### src/hdl/plcl_pkg.sv
`timescale 1ns / 1ps
// ----------------------------------------------------------------------------
// plcl_pkg
// Shared types and constants for the polygon side crossing unit.
// ----------------------------------------------------------------------------
package plcl_pkg;

	localparam int MAX_VERT  = 64;
	localparam int VIDX_W    = $clog2(MAX_VERT);
	localparam int CNT_W     = $clog2(MAX_VERT + 1);
	localparam int COORD_W   = 16;
	localparam int DIFF_W    = COORD_W + 1;
	localparam int TOL_W     = 16;
	localparam int MUL_A_W   = 18;
	localparam int MUL_B_W   = 36;
	localparam int MUL_P_W   = MUL_A_W + MUL_B_W;
	localparam int Q_W       = 16;
	localparam int DIV_N_W   = 52;
	localparam int DIV_D_W   = 36;
	localparam int DIST_W    = 2 * DIFF_W + 1;

	typedef enum logic [1:0] {
		OP_CLEAR  = 2'd0,
		OP_APPEND = 2'd1,
		OP_QUERY  = 2'd2,
		OP_NOP    = 2'd3
	} op_t;

	typedef enum logic [1:0] {
		STS_OK   = 2'd0,
		STS_FULL = 2'd1,
		STS_FEW  = 2'd2
	} status_t;

	typedef enum logic [4:0] {
		ST_IDLE, ST_RDI, ST_RDJ, ST_DIF,
		ST_M1, ST_M2, ST_M3, ST_M4, ST_M5, ST_M6, ST_M7,
		ST_NORM, ST_LO, ST_HI, ST_CHK, ST_NX, ST_NY,
		ST_DIVX, ST_DIVY, ST_SQX, ST_SQY, ST_UPD, ST_NEXT, ST_FIN
	} state_t;

	typedef struct packed {
		logic                done;
		logic [Q_W-1:0]      quot;
	} div_res_t;

endpackage

### src/hdl/plcl_mul.sv
`timescale 1ns / 1ps
// ----------------------------------------------------------------------------
// plcl_mul
// Shared signed multiplier with registered product.
// ----------------------------------------------------------------------------
module plcl_mul (
	input  logic                                 clk,
	input  logic signed [plcl_pkg::MUL_A_W-1:0]  a,
	input  logic signed [plcl_pkg::MUL_B_W-1:0]  b,
	output logic signed [plcl_pkg::MUL_P_W-1:0]  p_q
);
	import plcl_pkg::*;

	always_ff @(posedge clk) begin
		p_q <= a * b;
	end

endmodule

### config.mk
export PLATFORM = sky130hd
export DESIGN_NAME = plcl_mul
export DESIGN_NICKNAME = d
export VERILOG_FILES = /design/src/hdl/plcl_pkg.sv /design/src/hdl/plcl_mul.sv
export SDC_FILE = /design/constraint.sdc
export NUM_CORES = 2
export LEC_CHECK = 0
export BUFFER_PORTS_ARGS = -buffer_cell sky130_fd_sc_hd__buf_2
export CORE_AREA = 2 2 231 233
export DETAILED_ROUTE_END_ITERATION = 16
export DIE_AREA = 0 0 233 235
export PLACE_DENSITY_LB_ADDON = 0.3
export SLEW_MARGIN = 20
export SYNTH_ARGS = -nofsm -noshare
export SYNTH_HDL_FRONTEND = slang
export SYNTH_SLANG_ARGS = --single-unit
### constraint.sdc
create_clock -name clk -period 8.73 [get_ports clk]
set_input_delay 1.746 -clock clk [delete_from_list [all_inputs] [get_ports clk]]
set_output_delay 1.746 -clock clk [all_outputs]
set_load 0.01 [all_outputs]
==> Yosys cells after proc, flatten, opt, wreduce, memory -nomap -nowiden <==
Index checks and enable logic that the tools add are counted.
{ "totals": {"register_bits": 54, "input_bits": 55, "output_inout_bits": 54, "elab_cells": 2} }
{ "classes": {"n_mul": 1} }
{ "op_table": {"columns": ["cell", "n"], "rows": [
  ["multiplier 18 x 36 -> 54 bit", 1]
]} }

==> Logic depth before layout (Yosys ltp) <==
{ "logic_depth": {"word_depth": 1, "mapped_depth": 25, "mapped_depth_nobuf": 23} }

==> Least setup slack after synthesis <==
No wires, ideal clock.
{ "synth_path": {"path_kind": "input to register", "from": "input port a[0] (netlist name)", "to": "register p_q[50] (netlist name)", "setup_time_ps": 87, "arrival_ps": 7444, "required_time_ps": 8643, "path_slack_ps": 1199, "stages": 21, "path_buffers": 2, "path_cell_list": "clkbuf_1 > clkbuf_1 > and2_1 > fa_1 > fa_1 > ha_1 > inv_1 > fa_1 > inv_1 > fa_1 > inv_1 > fa_1 > inv_1 > ha_1 > a21o_1 > a21o_1 > a21o_1 > a21oi_1 > o21ai_2 > mux2_2 > nor4b_4"} }
{ "synth_via": {"elab_chain_len": 1} }
{ "synth_rtl": {"columns": ["item", "line_no", "rtl"], "rows": [
  ["start: declaration", "plcl_mul.sv:8", "input logic signed [plcl_pkg::MUL_A_W-1:0] a,"],
  ["multiplier 18 x 36 -> 54 bit", "plcl_mul.sv:15", "p_q <= a * b;"],
  ["end signal: assignment", "plcl_mul.sv:15", null],
  ["end: declaration", "plcl_mul.sv:10", "output logic signed [plcl_pkg::MUL_P_W-1:0] p_q"]
]} }
Every way passes these cells.

==> Worst setup path in the final report <==
{ "layout_path": {"from": "input port a[3] (netlist name)", "to": "register p_q[51] (netlist name)"} }
The elaborated chain is that of the path after synthesis.

==> flow_metrics.env <==
export IMPL_status="complete, no violations"
export IMPL_synth_edf_count=0
export IMPL_post_route_util=0.472
export IMPL_end_kind="register"
export IMPL_min_period_ps=8200
export IMPL_ys_ff_latch=54
export IMPL_tns_ps=0
export IMPL_num_fill_cells=4959
export IMPL_grt_util_all_layers=0.234
export IMPL_max_freq_ghz=0.122
export IMPL_netlist_instances=2601
export IMPL_grt_pass1_wl_microns=101000
export IMPL_final_setup_worst_slack_ps=533
export IMPL_cts_made_buffers=5
export IMPL_cts_root_buf="clkbuf_16"
export IMPL_hold_viol=0
export IMPL_diodes=0
export IMPL_vias=16800
export IMPL_port_buffers=108
export IMPL_synth_cell_types=57
export IMPL_initialDrtViolationCount=1043
export IMPL_crit_arrival_ps=8450
export IMPL_cp_max_fo=36
export IMPL_drt_total_wl_microns=59400
export IMPL_start_util=0.447
export IMPL_dieArea_sq_um=54800
export IMPL_regMostFlops="p_q"
export IMPL_rsz0062_at_grt="no"
export IMPL_area_growth_syn_to_layout_pct=5.45
export IMPL_htreeDepth=2
export IMPL_min_path_type="input port to register"
export IMPL_relSlewSlack=0.393
export IMPL_postCtsSetupRepairBufs=0
export IMPL_setup_viol=0
export IMPL_tightest_slew_ps=910
export IMPL_drive_gt1_frac=0.0593
export IMPL_largest_reg_flops=54
export IMPL_crit_path_start="a[3]"
export IMPL_nNetsFinal=3415
export IMPL_drtAntennaViolNets=0
export IMPL_drt_pass1_iterations=5
export IMPL_syn_area_per_cell_sq_um=8.99
export IMPL_yosysWarnings=0
export IMPL_cts_tree="done"
export IMPL_async_flop_share=0
export IMPL_ctsResizeCount=0
export IMPL_ys_seq_area_frac=0.0463
export IMPL_gp_congestion=0.899
export IMPL_maxSlewViolCount=0
export IMPL_reg_top3="p_q (54)"
export IMPL_layout_worst_path_cycle_share=0.939
export IMPL_critPathKind="input port to register"
export IMPL_cts_buffer_depth=2
export IMPL_core_sq_um=52200
export IMPL_antenna_found_initial=1
export IMPL_path_clk_slew_ps=80
export IMPL_synth_top_flop_cell="dfxtp_1"
export IMPL_hp_start="b[0]"
export IMPL_whs_ps=1870
export IMPL_dp_hpwl_microns=49100
export IMPL_cp_required_ps=8980
export IMPL_wl_per_cell_microns=18.0
export IMPL_cts_hold_buf=0
export IMPL_die_y_microns=235
export IMPL_cp_start_kind="input port"
export IMPL_dieWidth_microns=233
export IMPL_grt_max_degree=37
export IMPL_maxCapViolCount=0
export IMPL_drc=0
export IMPL_ioPinCount=109
export IMPL_synth_net_count=3402
export IMPL_clkSinkCount=54
export IMPL_viasPerCell=5.09
export IMPL_place_ws_ps=215
export IMPL_rows=84
export IMPL_grt_pass1_vias=19100
export IMPL_grt_ovfl_total=0
export IMPL_synth_area_sq_um=23400
## per-stage QoR
step | cell area (sq um) | instances
5_1_grt | 24600 | 3302
2_1_floorplan | 23400 | 2601
4_1_cts | 24600 | 3302
3_5_place_dp | 24500 | 3295
6_report | 24600 | 3302
3_3_place_gp | 24500 | 3295
## layer usage
metal  GRT usage  up-vias  share of wire
li1            -     7428              -
met1       0.304     8634           0.40
met2       0.394      622           0.49
met3      0.0470      137          0.076
met4      0.0718        0          0.032
met5           0        -              0
## area by class of cell
| type | count | area [sq um] | share of cell area |
|---|---|---|---|
| Multi-Input combinational cell | 1725 | 19200 | 0.779 |
| Clock buffer | 7 | 133 | 0.00538 |
| Timing Repair Buffer | 135 | 768 | 0.0312 |
| Inverter | 693 | 2600 | 0.106 |
| Tap cell | 688 | 861 | 0.0349 |
| Sequential cell | 54 | 1080 | 0.0439 |
## final timing paths
check              end  slack [ps]  cells after the start
max    p_q[51]$_DFF_P_         530                     20
min     p_q[0]$_DFF_P_        1870                      2
## cell usage after synthesis, types with 2 or more instances
master	instances	share of area
a211o_1	5	0.0019
a211oi_1	11	0.0035
a211oi_2	2	0.0011
a21o_1	26	0.0084
a21oi_1	43	0.0092
a311oi_1	3	0.0011
a31oi_1	4	0.0011
a41oi_1	2	0.00075
and2_1	258	0.069
and3_1	5	0.0013
and4_1	3	0.0011
buf_2	3	0.00064
clkbuf_1	126	0.020
dfxtp_1	54	0.046
fa_1	617	0.53
ha_1	129	0.069
inv_1	693	0.11
nand2_1	386	0.062
nand2b_1	12	0.0032
nand3_1	13	0.0028
nand4_1	10	0.0027
nor2_1	61	0.0098
nor2b_1	8	0.0021
nor3_1	6	0.0013
o211ai_1	4	0.0013
o21a_1	5	0.0016
o21ai_0	22	0.0047
o21ai_1	3	0.00064
o21ai_2	2	0.00075
o21bai_1	7	0.0022
or3_1	2	0.00054
or3b_2	2	0.00075
xnor2_1	40	0.015
xor2_1	11	0.0041
## worst max-delay path, cell delays in order
cell and delay [ps]:
buf_2 680, nand2_1 170, fa_1 550, fa_1 510, fa_1 520, inv_1 60, fa_1 540, fa_1 500
inv_1 50, fa_1 470, inv_1 40, ha_1 340, a21oi_1 220, nor4b_2 500, o21ai_1 140, buf_4 190
a221oi_2 490, a21oi_2 200, a211oi_1 280, xnor2_1 180
## placed cells by master (no fill, tap or decap), types with 5 or more instances in the layout
master	n
inv_1	693
fa_1	617
nand2_1	386
and2_1	258
ha_1	129
buf_2	108
nor2_1	61
dfxtp_1	54
a21oi_1	43
xnor2_1	40
a21o_1	26
buf_4	25
o21ai_0	22
nand3_1	13
nand2b_1	12
a211oi_1	11
xor2_1	11
nand4_1	10
nor2b_1	8
o21bai_1	7
nor3_1	6
and3_1	5
a211o_1	5
o21a_1	5
clkbuf_16	5
## cell families (layout without fill, tap and decap cells)
| logic type | Yosys count | in the layout | synth area share |
|---|---|---|---|
| AOI/OAI and AO/OA | 154 | 154 | 0.0444 |
| xor gates and xnor gates | 51 | 51 | 0.0191 |
| adders and majority gates | 746 | 746 | 0.598 |
| buffers and inverters | 822 | 835 | 0.132 |
| DFF | 54 | 54 | 0.0463 |
| muxes | 1 | 1 | 0.000482 |
| and+or+nand+nor | 773 | 773 | 0.160 |
Power is not shown: default switching activity piles up to over one toggle a cycle in this logic, so the estimate is an artifact.
