<file path="config.mk">
export PLATFORM = sky130hd
export DESIGN_NAME = plcl_div
export DESIGN_NICKNAME = d
export VERILOG_FILES = /design/src/hdl/plcl_pkg.sv /design/src/hdl/plcl_div.sv
export SDC_FILE = /design/constraint.sdc
export NUM_CORES = 1
export LEC_CHECK = 0
export BUFFER_PORTS_ARGS = -buffer_cell sky130_fd_sc_hd__buf_2
export CAP_MARGIN = 5
export CORE_UTILIZATION = 63
export DETAILED_ROUTE_END_ITERATION = 7
export PLACE_DENSITY = 0.86
export SYNTH_ARGS = -nofsm -noshare
export SYNTH_HDL_FRONTEND = slang
export SYNTH_SLANG_ARGS = --single-unit
</file>
<file path="constraint.sdc">
create_clock -name clk -period 9.13 [get_ports clk]
set_clock_uncertainty 0.1 [all_clocks]
set_input_delay 0.913 -clock clk [delete_from_list [all_inputs] [get_ports clk]]
set_output_delay 0.913 -clock clk [all_outputs]
set_load 0.01 [all_outputs]
</file>
<file path="src/hdl/plcl_pkg.sv">
`timescale 1ns / 1ps
// ----------------------------------------------------------------------------
// plcl_pkg
// Shared types and constants for the polygon side crossing unit.
// ----------------------------------------------------------------------------
package plcl_pkg;

	localparam int MAX_VERT  = 64;
	localparam int VIDX_W    = $clog2(MAX_VERT);
	localparam int CNT_W     = $clog2(MAX_VERT + 1);
	localparam int COORD_W   = 16;
	localparam int DIFF_W    = COORD_W + 1;
	localparam int TOL_W     = 16;
	localparam int MUL_A_W   = 18;
	localparam int MUL_B_W   = 36;
	localparam int MUL_P_W   = MUL_A_W + MUL_B_W;
	localparam int Q_W       = 16;
	localparam int DIV_N_W   = 52;
	localparam int DIV_D_W   = 36;
	localparam int DIST_W    = 2 * DIFF_W + 1;

	typedef enum logic [1:0] {
		OP_CLEAR  = 2'd0,
		OP_APPEND = 2'd1,
		OP_QUERY  = 2'd2,
		OP_NOP    = 2'd3
	} op_t;

	typedef enum logic [1:0] {
		STS_OK   = 2'd0,
		STS_FULL = 2'd1,
		STS_FEW  = 2'd2
	} status_t;

	typedef enum logic [4:0] {
		ST_IDLE, ST_RDI, ST_RDJ, ST_DIF,
		ST_M1, ST_M2, ST_M3, ST_M4, ST_M5, ST_M6, ST_M7,
		ST_NORM, ST_LO, ST_HI, ST_CHK, ST_NX, ST_NY,
		ST_DIVX, ST_DIVY, ST_SQX, ST_SQY, ST_UPD, ST_NEXT, ST_FIN
	} state_t;

	typedef struct packed {
		logic                done;
		logic [Q_W-1:0]      quot;
	} div_res_t;

endpackage

</file>
<file path="src/hdl/plcl_div.sv">
`timescale 1ns / 1ps
// ----------------------------------------------------------------------------
// plcl_div
// Restoring divider, one quotient bit per cycle; quotient below 2^Q_W.
// ----------------------------------------------------------------------------
module plcl_div (
	input  logic                              clk,
	input  logic                              arst_n,
	input  logic                              start,
	input  logic [plcl_pkg::DIV_N_W-1:0]      num,
	input  logic [plcl_pkg::DIV_D_W-1:0]      den,
	output plcl_pkg::div_res_t                res
);
	import plcl_pkg::*;

	localparam int CW = $clog2(Q_W + 1);

	logic [DIV_N_W-1:0] rem_q;
	logic [DIV_N_W-1:0] dsh_q;
	logic [Q_W-1:0]     quot_q;
	logic [CW-1:0]      cnt_q;

	always_ff @(posedge clk or negedge arst_n) begin
		if (!arst_n) begin
			cnt_q <= '0;
		end else if (start) begin
			cnt_q <= CW'(Q_W);
		end else if (cnt_q != '0) begin
			cnt_q <= cnt_q - CW'(1);
		end
	end

	always_ff @(posedge clk) begin
		if (start) begin
			rem_q  <= num;
			dsh_q  <= DIV_N_W'(den) << (Q_W - 1);
			quot_q <= '0;
		end else if (cnt_q != '0) begin
			if (rem_q >= dsh_q) begin
				rem_q  <= rem_q - dsh_q;
				quot_q <= {quot_q[Q_W-2:0], 1'b1};
			end else begin
				quot_q <= {quot_q[Q_W-2:0], 1'b0};
			end
			dsh_q <= dsh_q >> 1;
		end
	end

	assign res.done = (cnt_q == '0);
	assign res.quot = quot_q;

endmodule

</file>
# Word level (Yosys, flattened, before mapping)

Cells that the tools add are included.

Register bits after elaboration: 124
Output and inout bits: 17
Word-level logic and storage cells: 21

Add/subtract/negate cells: 2
Magnitude comparators: 1
Mux-type cells: 8
Reduce and logical (&&, ||, !) cells: 5

Operators by type and width:

| operator                                          | count |
|---|---|
| two-way mux 52 bit                                | 3 |
| two-way mux 51 bit                                | 2 |
| >= comparator 52 x 51 -> 1 bit                    | 1 |
| subtractor 52 x 51 -> 52 bit                      | 1 |
| two-way mux 5 bit                                 | 2 |
| logical NOT 5 bit                                 | 1 |
| nonzero test 5 bit                                | 1 |
| subtractor 5 x 1 -> 5 bit (second input constant) | 1 |
| nonzero test 2 bit                                | 2 |
| AND reduction 2 bit                               | 1 |
| two-way mux 1 bit                                 | 1 |

# Depth between registers and ports, before layout

Gate-level depths: netlist (run 1).

Depth after elaboration: 4
Mapped depth: 13

# Worst setup path after synthesis (run 1)

Ideal clock, no wire load.

Path kind: reg-to-reg
Start point: reg rem_q[20]
End point: reg rem_q[0], enable pin
Library setup time: 0.465 ns
Data arrival time: 4.817 ns
Required time: 8.565 ns
Setup slack: 3.748 ns
Stages on the path, launching flop included: 11
Buffers on the path: 0
Clock period less this slack: 5.382 ns
Cells stage by stage: edfxtp_1 -> ha_1 -> nand4_2 -> or2_1 -> or4_4 -> or3_4 -> o311ai_4 -> a21oi_4 -> o21ai_4 -> a2111oi_1 -> o31ai_2

Cells in the longest elaborated chain, start to end: 3

Ends and longest elaborated chain:

| element                              | line           | source |
|---|---|---|
| start, declared                      | plcl_div.sv:18 | `logic [DIV_N_W-1:0] rem_q;` |
| start signal, assigned               | plcl_div.sv:35 | `rem_q <= num;` |
| start signal, assigned               | plcl_div.sv:40 | `rem_q <= rem_q - dsh_q;` |
| >= comparator 52 x 51 -> 1 bit       | plcl_div.sv:39 | `if (rem_q >= dsh_q) begin` |
| nonzero test 2 bit (no source line)  | --             |  |
| AND reduction 2 bit (no source line) | --             |  |

No other way between the ends.
A chain may end at the register's enable or synchronous reset.

==> summary.md, run 1 <==
| Metric | Value |
|---|---|
| CTS tree | `yes` |
| Top cells by count, synth | `191 x nand2_1, 89 x a21oi_1, 88 x edfxtp_1` |
| Final Setup Violations | `0` |
| Reg area | `3390 sq um` |
| CP max FO | `65` |
| Core ar. | `around 13000 sq um` |
| Top Family by Delay on Critical Path | `buffers and inverters` |
| Global route overflow | `0` |
| CP endpoint kind | `primary output` |
| Final WS setup | `approximately 5 ns` |
| I/O Pins | `108` |
| Number of synthesized flops with an enable pin | `slightly below 90` |
| Num Clock Sinks | `124` |
| Final min period | `between 4 and 5 ns` |
| Skew-Pair Late Insertion Delay | `~0.43 ns` |
| Die Area | `roughly 13000 sq um` |
| I/O Buffers | `107` |
| Root Buffer | `clkbuf_16` |
| Pre-CTS WS | `5.11 ns` |
| Count leader, synth | `nand2_1` |
| WL/cell | `between 15 and 20 microns` |
| Initial antenna violation count | `0` |
| Initial drt markers | `706` |
| Fin Setup TNS | `0 ns` |
| Reg clk slew, reported paths | `approximately 0.06 ns` |
| Yosys top cell area share | `between 30 and 40%` |
| Critical path's slowest cell | `buf_4` |
| Layout cell share with drive strength beyond 1 | `between 15 and 20%` |
| Post-CTS Resized | `0` |
| Non-filler cells, final | `roughly 1200` |
| Worst Path Required | `around 8.1 ns` |
| Pre-Repair DR Iteration Count | `6` |
| # Max-Cap Violations | `0` |
| Synthesis-stage register bit count | `124` |
| # fillers | `around 1000` |
| Fin Hold WS | `around 0.19 ns` |
| Register area share after synthesis | `about two fifths` |
| Measured slew at the worst slew-check pin | `0.902 ns` |
| HP Class | `primary input to async pin` |
| Unique masters post-synth | `between 60 and 70` |
| Top_reg_cell synth | `edfxtp_1` |
| Area grow syn2layout | `14.1%` |
| Maximum clock rate | `approximately 240 MHz` |
| Die height | `116 microns` |
| Post-CTS setup buffers | `0` |
| Final period utilization | `46.2%` |
| VDD IR max | `213 uV` |
| Slowest stage delay, CP | `0.62 ns` |
| Post-synth net total | `about 1100` |
| WS Path Type | `register to primary output` |
| Slew HR | `approximately two fifths` |
| Pwr Total | `3.81 mW` |
| Area contributors post-synth | `edfxtp_1 32%, nand2_1 8.8%, ha_1 7.9%, dfxtp_1 7.6%, a21oi_1 5.4%` |
| GR Util All Layers | `30.8%` |
| Final #Nets | `1167` |
| Mean Syn Cell Area | `around 8.7 sq um` |
| Chip width | `about 120 microns` |
| GPL Wtd Cong | `roughly 0.92` |
| Placed cell count | `1176` |
| RSZ-0062 raised after global routing | `false` |
| PD cells | `roughly 410 nW/um^2` |
| Starting Density | `between 60 and 70%` |
| Ant. Diodes | `0` |
| Slew Limit Fails | `0` |
| Final hold vios | `0` |
| First-pass GRT wire length | `between 30 and 40 mm` |
| WL final | `just under 20 mm` |
| Post-synth top area cell | `edfxtp_1` |
| Remaining antenna violation count | `0` |
| Crit path cell chain | `inv_1 -> ha_1 -> or3b_2 -> or2_2 -> inv_2 -> buf_4 -> buf_2` |
| Drt drc | `0` |
| Worst path bufs/invs | `4` |
| Largest net degree at the start of global routing | `roughly 140` |
| Critical Path Source Type | `register` |
| Status | `finished clean` |
| Vias | `7261` |
| CTS Hold Bufs | `0` |
| Leak | `around 4 nW` |
| Post-Syn Instances | `between 900 and 1000` |
| Cts bufs inserted | `17` |
| Synth warn | `0` |
| Vias in the first global route | `around 6800` |
| Row count | `between 40 and 50` |
| H-tree depth | `4` |
| Multi-input gate area | `between 4000 and 5000 sq um` |
| Worst Path Arrival | `between 3 and 4 ns` |
| Vias per cell | `6.01` |
| HPWL Detailed | `between 10 and 15 mm` |
| Mapped Area | `between 8000 and 9000 sq um` |
| FFs w/ async S/R, synth | `a little over 4%` |
| Clk buf depth | `2` |
## layout make-up
| type | instances | share of cell area, % |
|---|---|---|
| flip-flops and latches | 124 | 36.3 |
| clock buffers | 18 | 4.60 |
| clock inverters | 14 | 1.10 |
| repair buffers | 112 | 6.20 |
| multi-input cells | 699 | 46.7 |
| well taps | 172 | 2.30 |
| inverters | 69 | 2.77 |
## state kept, by name, summed over array words and instances, names as in the netlist
signal	flops
cnt_q	5
quot_q	16
dsh_q	51
rem_q	52
## power by group
part | internal, mW | switching [mW] | leakage (nW)
registers | 0.886 | 0.0729 | 1.25
logic | 0.846 | 1.38 | 2.43
clock network | 0.351 | 0.270 | 0.272
total | 2.08 | 1.73 | 3.95
## routing by layer
metal	routed length [microns]	share of wire (%)	up-vias	track usage (%)
met5	0	0	-	0
met4	446	2.3	0	11.7
met3	1420	7.2	53	7.11
met2	9260	47	289	49.9
met1	8440	43	3358	40.2
li1	-	-	3561	-
## kinds of logic after synthesis
kind of cell | share of synthesized area, %
XOR/XNOR | 4.71
buffers and inverters | 5.37
AND/OR/NAND/NOR | 16.7
adder cells (fa/ha/maj) | 8.19
multiplexers | 0.413
flip-flops | 41.4
AO/OA/AOI/OAI | 23.2
## metrics by stage
step           utilization (%)  cell area (sq um)
5_1_grt                   74.0               9340
3_5_place_dp              69.8               8810
3_3_place_gp              69.8               8810
4_1_cts                   74.0               9340
6_report                  74.0               9340
2_1_floorplan                -               8180
## final timing paths
kind	startpoint	endpoint	slack, ns	depth (start not counted)
worst max-delay path	cnt_q[0]$_DFFE_PN0P_	res[16]	4.91	7
worst min-delay path	arst_n	cnt_q[3]$_DFFE_PN0P_	0.19	1
worst max register to register	rem_q[0]$_DFFE_PP_	rem_q[23]$_DFFE_PP_	5.09	14
worst min register to register	dsh_q[0]$_SDFFE_PP0N_	dsh_q[0]$_SDFFE_PP0N_	0.36	2
max in group asynchronous	arst_n	cnt_q[1]$_DFFE_PN0P_	8.61	1
min in group clk	dsh_q[0]$_SDFFE_PP0N_	dsh_q[0]$_SDFFE_PP0N_	0.36	2
## worst register-to-register path: cells and delay by family, from the launching register on
family	cells	cell delay, ns
AND/OR/NAND/NOR	1	0.23
flip-flops	1	0.35
AO/OA/AOI/OAI	8	2.10
adder cells (fa/ha/maj)	2	0.55
buffers and inverters	3	0.42
## cell usage in the layout (no fill, tap or decap), drive strengths merged, types with 6 or more instances in the layout
cell,n
xnor2,29
ha,52
a21o,30
a21oi,90
nand3,17
nand4,14
o21a,6
clkbuf,18
dfxtp,31
nor3,17
o21ai,67
a211oi,7
o21bai,16
xor2,15
o31ai,41
buf,112
nor2,29
inv,80
edfxtp,88
and3,6
nand2,191
Power figures use the tool's default switching activity.
==> inputs of run 2 (changes only) <==
--- a/config.mk
+++ b/config.mk
@@ -7,9 +7,9 @@
 export LEC_CHECK = 0
 export BUFFER_PORTS_ARGS = -buffer_cell sky130_fd_sc_hd__buf_2
 export CAP_MARGIN = 5
-export CORE_UTILIZATION = 63
+export CORE_UTILIZATION = 59
 export DETAILED_ROUTE_END_ITERATION = 7
-export PLACE_DENSITY = 0.86
+export PLACE_DENSITY = 0.81
 export SYNTH_ARGS = -nofsm -noshare
 export SYNTH_HDL_FRONTEND = slang
 export SYNTH_SLANG_ARGS = --single-unit
==> constraint.sdc (replaced) <==
create_clock -name clk -period 4.3 [get_ports clk]
set_clock_uncertainty 0.1 [all_clocks]
set_input_delay 0.43 -clock clk [delete_from_list [all_inputs] [get_ports clk]]
set_output_delay 0.43 -clock clk [all_outputs]
set_load 0.01 [all_outputs]
==> run 2 against run 1 <==
Effect of this change:
- critical path type is now register to register
- sequential share of layout area decreased by 0.54 points
- total power is 110% higher
- final area is 1.5% higher
- cell count up 0.58%
- first-iteration DRC count is 1.8% lower
- worst hold slack lost 0.0045 ns
- critical path depth is 7 higher
- highest routed layer unchanged
- die area up 6.7%
- via count is 1.5% lower
- register-to-register slack got worse by 4.7 ns
==> summary.md, run 2 (same netlist as run 1, synthesis figures left out) <==
| Metric | Value |
|---|---|
| Status | `finished clean (unchanged)` |
| Row count | `42 (was 41)` |
| Global route overflow | `0 (unchanged)` |
| Top Registers | `rem_q (52), dsh_q (51), quot_q (16) (unchanged)` |
| Final hold vios | `0 (unchanged)` |
| First-pass GRT wire length | `32.1 mm (was 31.9 mm)` |
| CTS tree | `yes (unchanged)` |
| CP endpoint kind | `register (was primary output)` |
| WS Path Type | `register to register (was register to primary output)` |
| Critical path's slowest cell | `a2111oi_2 (was buf_4)` |
| Core ar. | `13400 sq um (was 12600 sq um)` |
| Cts bufs inserted | `17 (unchanged)` |
| Slew HR | `44.3% (was 39.8%)` |
| Crit-path most repeated cell | `inv_1` |
| Measured slew at the worst slew-check pin | `0.831 ns (was 0.902 ns)` |
| Worst r2r path cells | `14 (unchanged)` |
| Final instance area | `9480 sq um (was 9340 sq um)` |
| HP Class | `primary input to register (was primary input to async pin)` |
| Reg clk slew, reported paths | `0.06 ns (about the same)` |
| Final WS setup | `0.426 ns (was 4.91 ns)` |
| Final min period | `3.87 ns` |
| Root Buffer | `clkbuf_16 (unchanged)` |
| Pre-Repair DR Iteration Count | `5 (was 6)` |
| Top Family by Delay on Critical Path | `compound AO/OA/AOI/OAI gates (was buffers and inverters)` |
| H-tree depth | `4 (unchanged)` |
| WP depth | `14 (was 7)` |
| Slew Limit Fails | `0 (unchanged)` |
| Commonest non-fill, non-tap cell in the layout | `nand2_1 (unchanged)` |
| # Max-Cap Violations | `0 (unchanged)` |
| Initial antenna violation count | `0 (unchanged)` |
| WL/cell | `16.0 microns (was 16.2 microns)` |
| PD cells | `861 nW/um^2 (was 408 nW/um^2)` |
| Worst path bufs/invs | `3 (was 4)` |
| Critical Path Source Type | `register (unchanged)` |
| Vias | `7152 (was 7261)` |
| Final Setup Violations | `0 (unchanged)` |
| Drt drc | `0 (unchanged)` |
| Crit path cell chain | `inv_1 -> ha_1 -> inv_1 -> fa_1 -> a21oi_1 -> o211ai_1 -> a221oi_1 -> or3_4 -> o311ai_4 -> a21oi_4 -> o21ai_4 -> a2111oi_2 -> o31ai_4 -> buf_4 (was inv_1 -> ha_1 -> or3b_2 -> or2_2 -> inv_2 -> buf_4 -> buf_2)` |
| Non-filler cells, final | `1215 (was 1208)` |
| Worst Path Required | `4.33 ns (was 8.12 ns)` |
| Final core occ | `70.7% (was 74.0%)` |
| HPWL Detailed | `13.8 mm (was 13.6 mm)` |
| GR Util All Layers | `28.3% (was 30.8%)` |
| Maximum clock rate | `roughly 260 MHz` |
| Final #Nets | `1170 (was 1167)` |
| Chip width | `120 microns (was 116 microns)` |
| I/O Pins | `108 (unchanged)` |
| Ant. Diodes | `0 (unchanged)` |
| Commonest cells after routing, fill and taps aside | `191 x nand2_1, 106 x buf_2, 89 x a21oi_1 (unchanged)` |
| CP max FO | `31 (was 65)` |
| Area grow syn2layout | `15.8% (was 14.1%)` |
| Slowest stage delay, CP | `0.49 ns (was 0.62 ns)` |
| Num Clock Sinks | `124 (unchanged)` |
| Post-CTS setup buffers | `0 (unchanged)` |
| Vias per cell | `5.89 (was 6.01)` |
| Worst Path Arrival | `3.90 ns (was 3.20 ns)` |
| Starting Density | `61.1% (was 64.9%)` |
| Pwr Total | `8.17 mW (was 3.81 mW)` |
| RSZ-0062 raised after global routing | `false (unchanged)` |
| Initial drt markers | `693 (was 706)` |
| Placed cell count | `1182 (was 1176)` |
| Fin Setup TNS | `0 ns (unchanged)` |
| GPL Wtd Cong | `0.928 (was 0.918)` |
| WL final | `19.5 mm (was 19.6 mm)` |
| Final period utilization | `roughly nine tenths` |
| Die height | `120 microns (was 116 microns)` |
| Placed Area | `8910 sq um (was 8810 sq um)` |
| Layout cell share with drive strength beyond 1 | `16.4% (was 15.7%)` |
| Remaining antenna violation count | `0 (unchanged)` |
| Die Area | `14300 sq um (was 13500 sq um)` |
| Hold Crit Depth | `3` |
| Skew-Pair Late Insertion Delay | `0.42 ns (was 0.43 ns)` |
| I/O Buffers | `107 (unchanged)` |
| Largest reg by FF count | `rem_q (unchanged)` |
| Largest net degree at the start of global routing | `125 (was 137)` |
| Largest register FFs | `52 (unchanged)` |
| Vias in the first global route | `6688 (was 6775)` |
| Pre-CTS WS | `0.464 ns (was 5.11 ns)` |
| Leak | `3.99 nW (was 3.95 nW)` |
| VDD IR max | `354 uV (was 213 uV)` |
| Fin Hold WS | `0.182 ns (was 0.186 ns)` |
| Clk buf depth | `2 (unchanged)` |
## run 2: cell types whose count changed in the layout (fill, tap and decap cells not counted)
cell           delta
dlygate4sd3_1     +1
clkinv_4          +1
inv_6             -3
buf_12            +2
ha_1              -4
clkinv_2          +2
a2111oi_1         -1
inv_4             -2
a2111oi_2         +1
clkbuf_16         +2
ha_4              +4
## run 2: final cells by class
type                            count  area, sq um
Clock buffer                       20          479
Clock inverter                     12         82.6
Fill cell                        1120         3920
Inverter                           69          259
Multi-Input combinational cell    699         4420
Sequential cell                   124         3390
Tap cell                          176          220
Timing Repair Buffer              115          629
## run 2: repair_timing
item	CTS	global route
resized for setup	0	0
hold endpoints to repair	5	0
hold buffers	1	0
## run 2: worst min-delay path, stage by stage
cell and delay [ns]:
buf_2 0.07, nand2_1 0.04, o31ai_1 0.05
## run 2: path summary, 6_finish.rpt
check,from,end,slack [ns]
worst max register to register,rem_q[0]$_DFFE_PP_,rem_q[16]$_DFFE_PP_,0.43
worst min-delay path,den[34],dsh_q[49]$_DFFE_PP_,0.18
max in group asynchronous,arst_n,cnt_q[2]$_DFFE_PN0P_,3.71
worst max-delay path,rem_q[0]$_DFFE_PP_,rem_q[16]$_DFFE_PP_,0.43
worst min register to register,quot_q[3]$_SDFFE_PP0N_,quot_q[3]$_SDFFE_PP0N_,0.36
min in group asynchronous,arst_n,cnt_q[3]$_DFFE_PN0P_,0.26
## run 2: where the power goes
group | total [mW] | internal, mW | switching (mW)
clock | 1.36 | 0.808 | 0.551
combinational | 4.77 | 1.87 | 2.90
sequential | 2.04 | 1.88 | 0.158
## run 2: metal layers
layer / vias to the layer above / wire length (microns) / part of all wire (%) / global-route usage, %
met4: 0 / 344 / 1.8 / 8.05
met5: - / 0 / 0 / 0
li1: 3563 / - / - / -
met1: 3328 / 8980 / 46 / 38.6
met3: 23 / 1090 / 5.6 / 5.80
met2: 238 / 9080 / 47 / 45.3
==> inputs of run 3 (changes only) <==
--- a/config.mk
+++ b/config.mk
@@ -9,7 +9,7 @@
 export CAP_MARGIN = 5
 export CORE_UTILIZATION = 59
 export DETAILED_ROUTE_END_ITERATION = 7
-export PLACE_DENSITY = 0.81
+export PLACE_DENSITY = 0.91
 export SYNTH_ARGS = -nofsm -noshare
 export SYNTH_HDL_FRONTEND = slang
 export SYNTH_SLANG_ARGS = --single-unit
==> run 3 against run 2 <==
Effect of this change:
- cell count increased by 0.16%
- clock power about the same
- register-to-register slack got worse by 0.14 ns
- final area about the same
==> summary.md, run 3 (same netlist as run 1, synthesis figures left out) <==
| Metric | Value |
|---|---|
| Commonest cells after routing, fill and taps aside | `191 x nand2_1, 106 x buf_2, 89 x a21oi_1 (unchanged)` |
| CP max FO | `34 (was 31)` |
| Clock share of power | `16.6% (about the same)` |
| Critical Path Source Type | `register (unchanged)` |
| Hold Crit Depth | `3 (unchanged)` |
| Vias per cell | `6.05 (was 5.89)` |
| H-tree depth | `4 (unchanged)` |
| Area grow syn2layout | `15.8% (about the same)` |
| Fin Hold WS | `0.179 ns (was 0.182 ns)` |
| CTS tree | `yes (unchanged)` |
| Non-filler cells, final | `1217 (was 1215)` |
| Layout cell share with drive strength beyond 1 | `16.2% (was 16.4%)` |
| FF-to-FF Start | `rem_q[0]$_DFFE_PP_ (unchanged)` |
| Reg area | `3390 sq um (unchanged)` |
| Initial antenna violation count | `0 (unchanged)` |
| Final core occ | `70.7% (about the same)` |
| Worst r2r path cells | `14 (unchanged)` |
| Skew-Pair Late Insertion Delay | `0.43 ns (was 0.42 ns)` |
| # Max-Cap Violations | `0 (unchanged)` |
| Multi-input gate area | `4420 sq um (unchanged)` |
| Core ar. | `13400 sq um (unchanged)` |
| Clk buf depth | `2 (unchanged)` |
| Reg2reg setup slack | `0.29 ns (was 0.43 ns)` |
| Die Area | `14300 sq um (unchanged)` |
| Leak | `3.99 nW (about the same)` |
| Chip width | `120 microns (unchanged)` |
| Pwr Total | `8.24 mW (was 8.17 mW)` |
| Root Buffer | `clkbuf_16 (unchanged)` |
| Vias in the first global route | `7157 (was 6688)` |
| Status | `finished clean (unchanged)` |
| Internal power | `4.59 mW (was 4.56 mW)` |
| Worst Path Required | `4.32 ns (was 4.33 ns)` |
| Final min period | `4.01 ns (was 3.87 ns)` |
| I/O Buffers | `107 (unchanged)` |
| Num Clock Sinks | `124 (unchanged)` |
| Global route overflow | `0 (unchanged)` |
| CP endpoint kind | `register (unchanged)` |
| Die height | `120 microns (unchanged)` |
| HPWL Detailed | `14.4 mm (was 13.8 mm)` |
| Pre-Repair DR Iteration Count | `7 (was 5)` |
| Min-delay src | `den[11] (was den[34])` |
| Logic pwr share | `58.6% (was 58.4%)` |
| GR Util All Layers | `29.5% (was 28.3%)` |
| Post-CTS Resized | `0 (unchanged)` |
| Measured slew at the worst slew-check pin | `0.788 ns (was 0.831 ns)` |
| Worst Hold Path EP | `dsh_q[26]$_DFFE_PP_ (was dsh_q[49]$_DFFE_PP_)` |
| Slew Limit Fails | `0 (unchanged)` |
| Maximum clock rate | `249 MHz (was 258 MHz)` |
| Initial drt markers | `675 (was 693)` |
| Final Setup Violations | `0 (unchanged)` |
| RSZ-0062 raised after global routing | `false (unchanged)` |
| Ant. Diodes | `0 (unchanged)` |
| PD cells | `870 nW/um^2 (was 861 nW/um^2)` |
| Switching part of the total | `44.4% (was 44.2%)` |
| Remaining antenna violation count | `0 (unchanged)` |
| First-pass GRT wire length | `33.3 mm (was 32.1 mm)` |
| Sw power | `3.66 mW (was 3.61 mW)` |
| Final hold vios | `0 (unchanged)` |
| HP Class | `primary input to register (unchanged)` |
| I/O Pins | `108 (unchanged)` |
| Commonest non-fill, non-tap cell in the layout | `nand2_1 (unchanged)` |
| VDD IR max | `501 uV (was 354 uV)` |
| Pre-CTS WS | `0.361 ns (was 0.464 ns)` |
| Reg clk slew, reported paths | `0.06 ns (about the same)` |
| Cts bufs inserted | `17 (unchanged)` |
| Final period utilization | `93.4% (was 90.1%)` |
| Largest register FFs | `52 (unchanged)` |
| # fillers | `1039 (was 1120)` |
| Post-CTS setup buffers | `0 (unchanged)` |
| Vias | `7365 (was 7152)` |
| WL/cell | `16.6 microns (was 16.0 microns)` |
| Slew HR | `47.2% (was 44.3%)` |
| Flop pwr share | `24.8% (was 25.0%)` |
| GPL Wtd Cong | `0.922 (was 0.928)` |
| Final WS setup | `0.285 ns (was 0.426 ns)` |
| Drt drc | `0 (unchanged)` |
| WS Path Type | `register to register (unchanged)` |
| Largest net degree at the start of global routing | `90 (was 125)` |
| Row count | `42 (unchanged)` |
| Worst Path Arrival | `4.04 ns (was 3.90 ns)` |
| Reg2reg end | `rem_q[26]$_DFFE_PP_ (was rem_q[16]$_DFFE_PP_)` |
| Starting Density | `61.1% (unchanged)` |
| Final #Nets | `1172 (was 1170)` |
| Largest reg by FF count | `rem_q (unchanged)` |
| WL final | `20.2 mm (was 19.5 mm)` |
| Top Registers | `rem_q (52), dsh_q (51), quot_q (16) (unchanged)` |
| Placed cell count | `1184 (was 1182)` |
==> run 3: cell count changes in the layout (fill, tap and decap cells not counted), sizes merged <==
cell,delta
clkbuf,+5
clkinv,-3
inv,-3
buf,+2
clkinvlp,+1
==> run 3: what timing repair did <==
item	CTS	global route
setup endpoints to repair	0	0
hold endpoints to repair	5	0
hold buffers	1	0
==> run 3: cell type report <==
class,count,share of cell area [%]
repair buffers,117,6.54
clock inverters,7,0.541
clock buffers,25,5.47
inverters,69,2.73
multi-input cells,699,46.6
well taps,176,2.32
flip-flops and latches,124,35.8
==> run 3: routing by layer <==
metal,routed length [microns],vias up,track usage (%)
li1,-,3561,-
met1,8650,3391,38.1
met2,9330,345,46.3
met3,1470,68,6.89
met4,721,0,15.1
met5,0,-,0
==> run 3: worst max path at each step <==
stage                                    from  cells past startpoint                  end  slack (ns)
after global placement     rem_q[0]$_DFFE_PP_                     14  rem_q[19]$_DFFE_PP_        0.58
after global routing       rem_q[0]$_DFFE_PP_                     14  rem_q[25]$_DFFE_PP_        0.13
after CTS                  rem_q[0]$_DFFE_PP_                     14  rem_q[26]$_DFFE_PP_        0.35
after detailed placement   rem_q[0]$_DFFE_PP_                     14  rem_q[19]$_DFFE_PP_        0.36
after floorplan           rem_q[18]$_DFFE_PP_                     10   rem_q[0]$_DFFE_PP_       -0.02
final                      rem_q[0]$_DFFE_PP_                     14  rem_q[26]$_DFFE_PP_        0.29
==> run 3: worst max-delay path, cell delays in order (launching register included) <==
cell,delay (ns)
edfxtp_1,0.37
inv_1,0.07
ha_1,0.17
inv_1,0.06
fa_1,0.40
a21oi_1,0.21
o211ai_1,0.23
a221oi_1,0.54
or3_4,0.23
o311ai_4,0.14
a21oi_4,0.21
o21ai_4,0.08
a2111oi_2,0.51
o31ai_4,0.09
buf_4,0.30
==> run 3: power by group through the flow <==
stage / Combinational (mW) / Sequential [mW] / Clock [mW]
floorplan: 3.62 / 2.03 / 0
global placement: 4.52 / 2.04 / 0
detailed placement: 4.66 / 2.06 / 0
CTS: 4.72 / 2.04 / 1.38
global route: 5.28 / 2.08 / 1.43
finish: 4.83 / 2.04 / 1.37
==> run 3: metrics by stage <==
step | setup TNS [ns] | instance area, sq um
floorplan | -0.869 | 8250
global placement | 0 | 8900
detailed placement | 0 | 8900
CTS | 0 | 9480
global route | 0 | 9480
finish | 0 | 9480
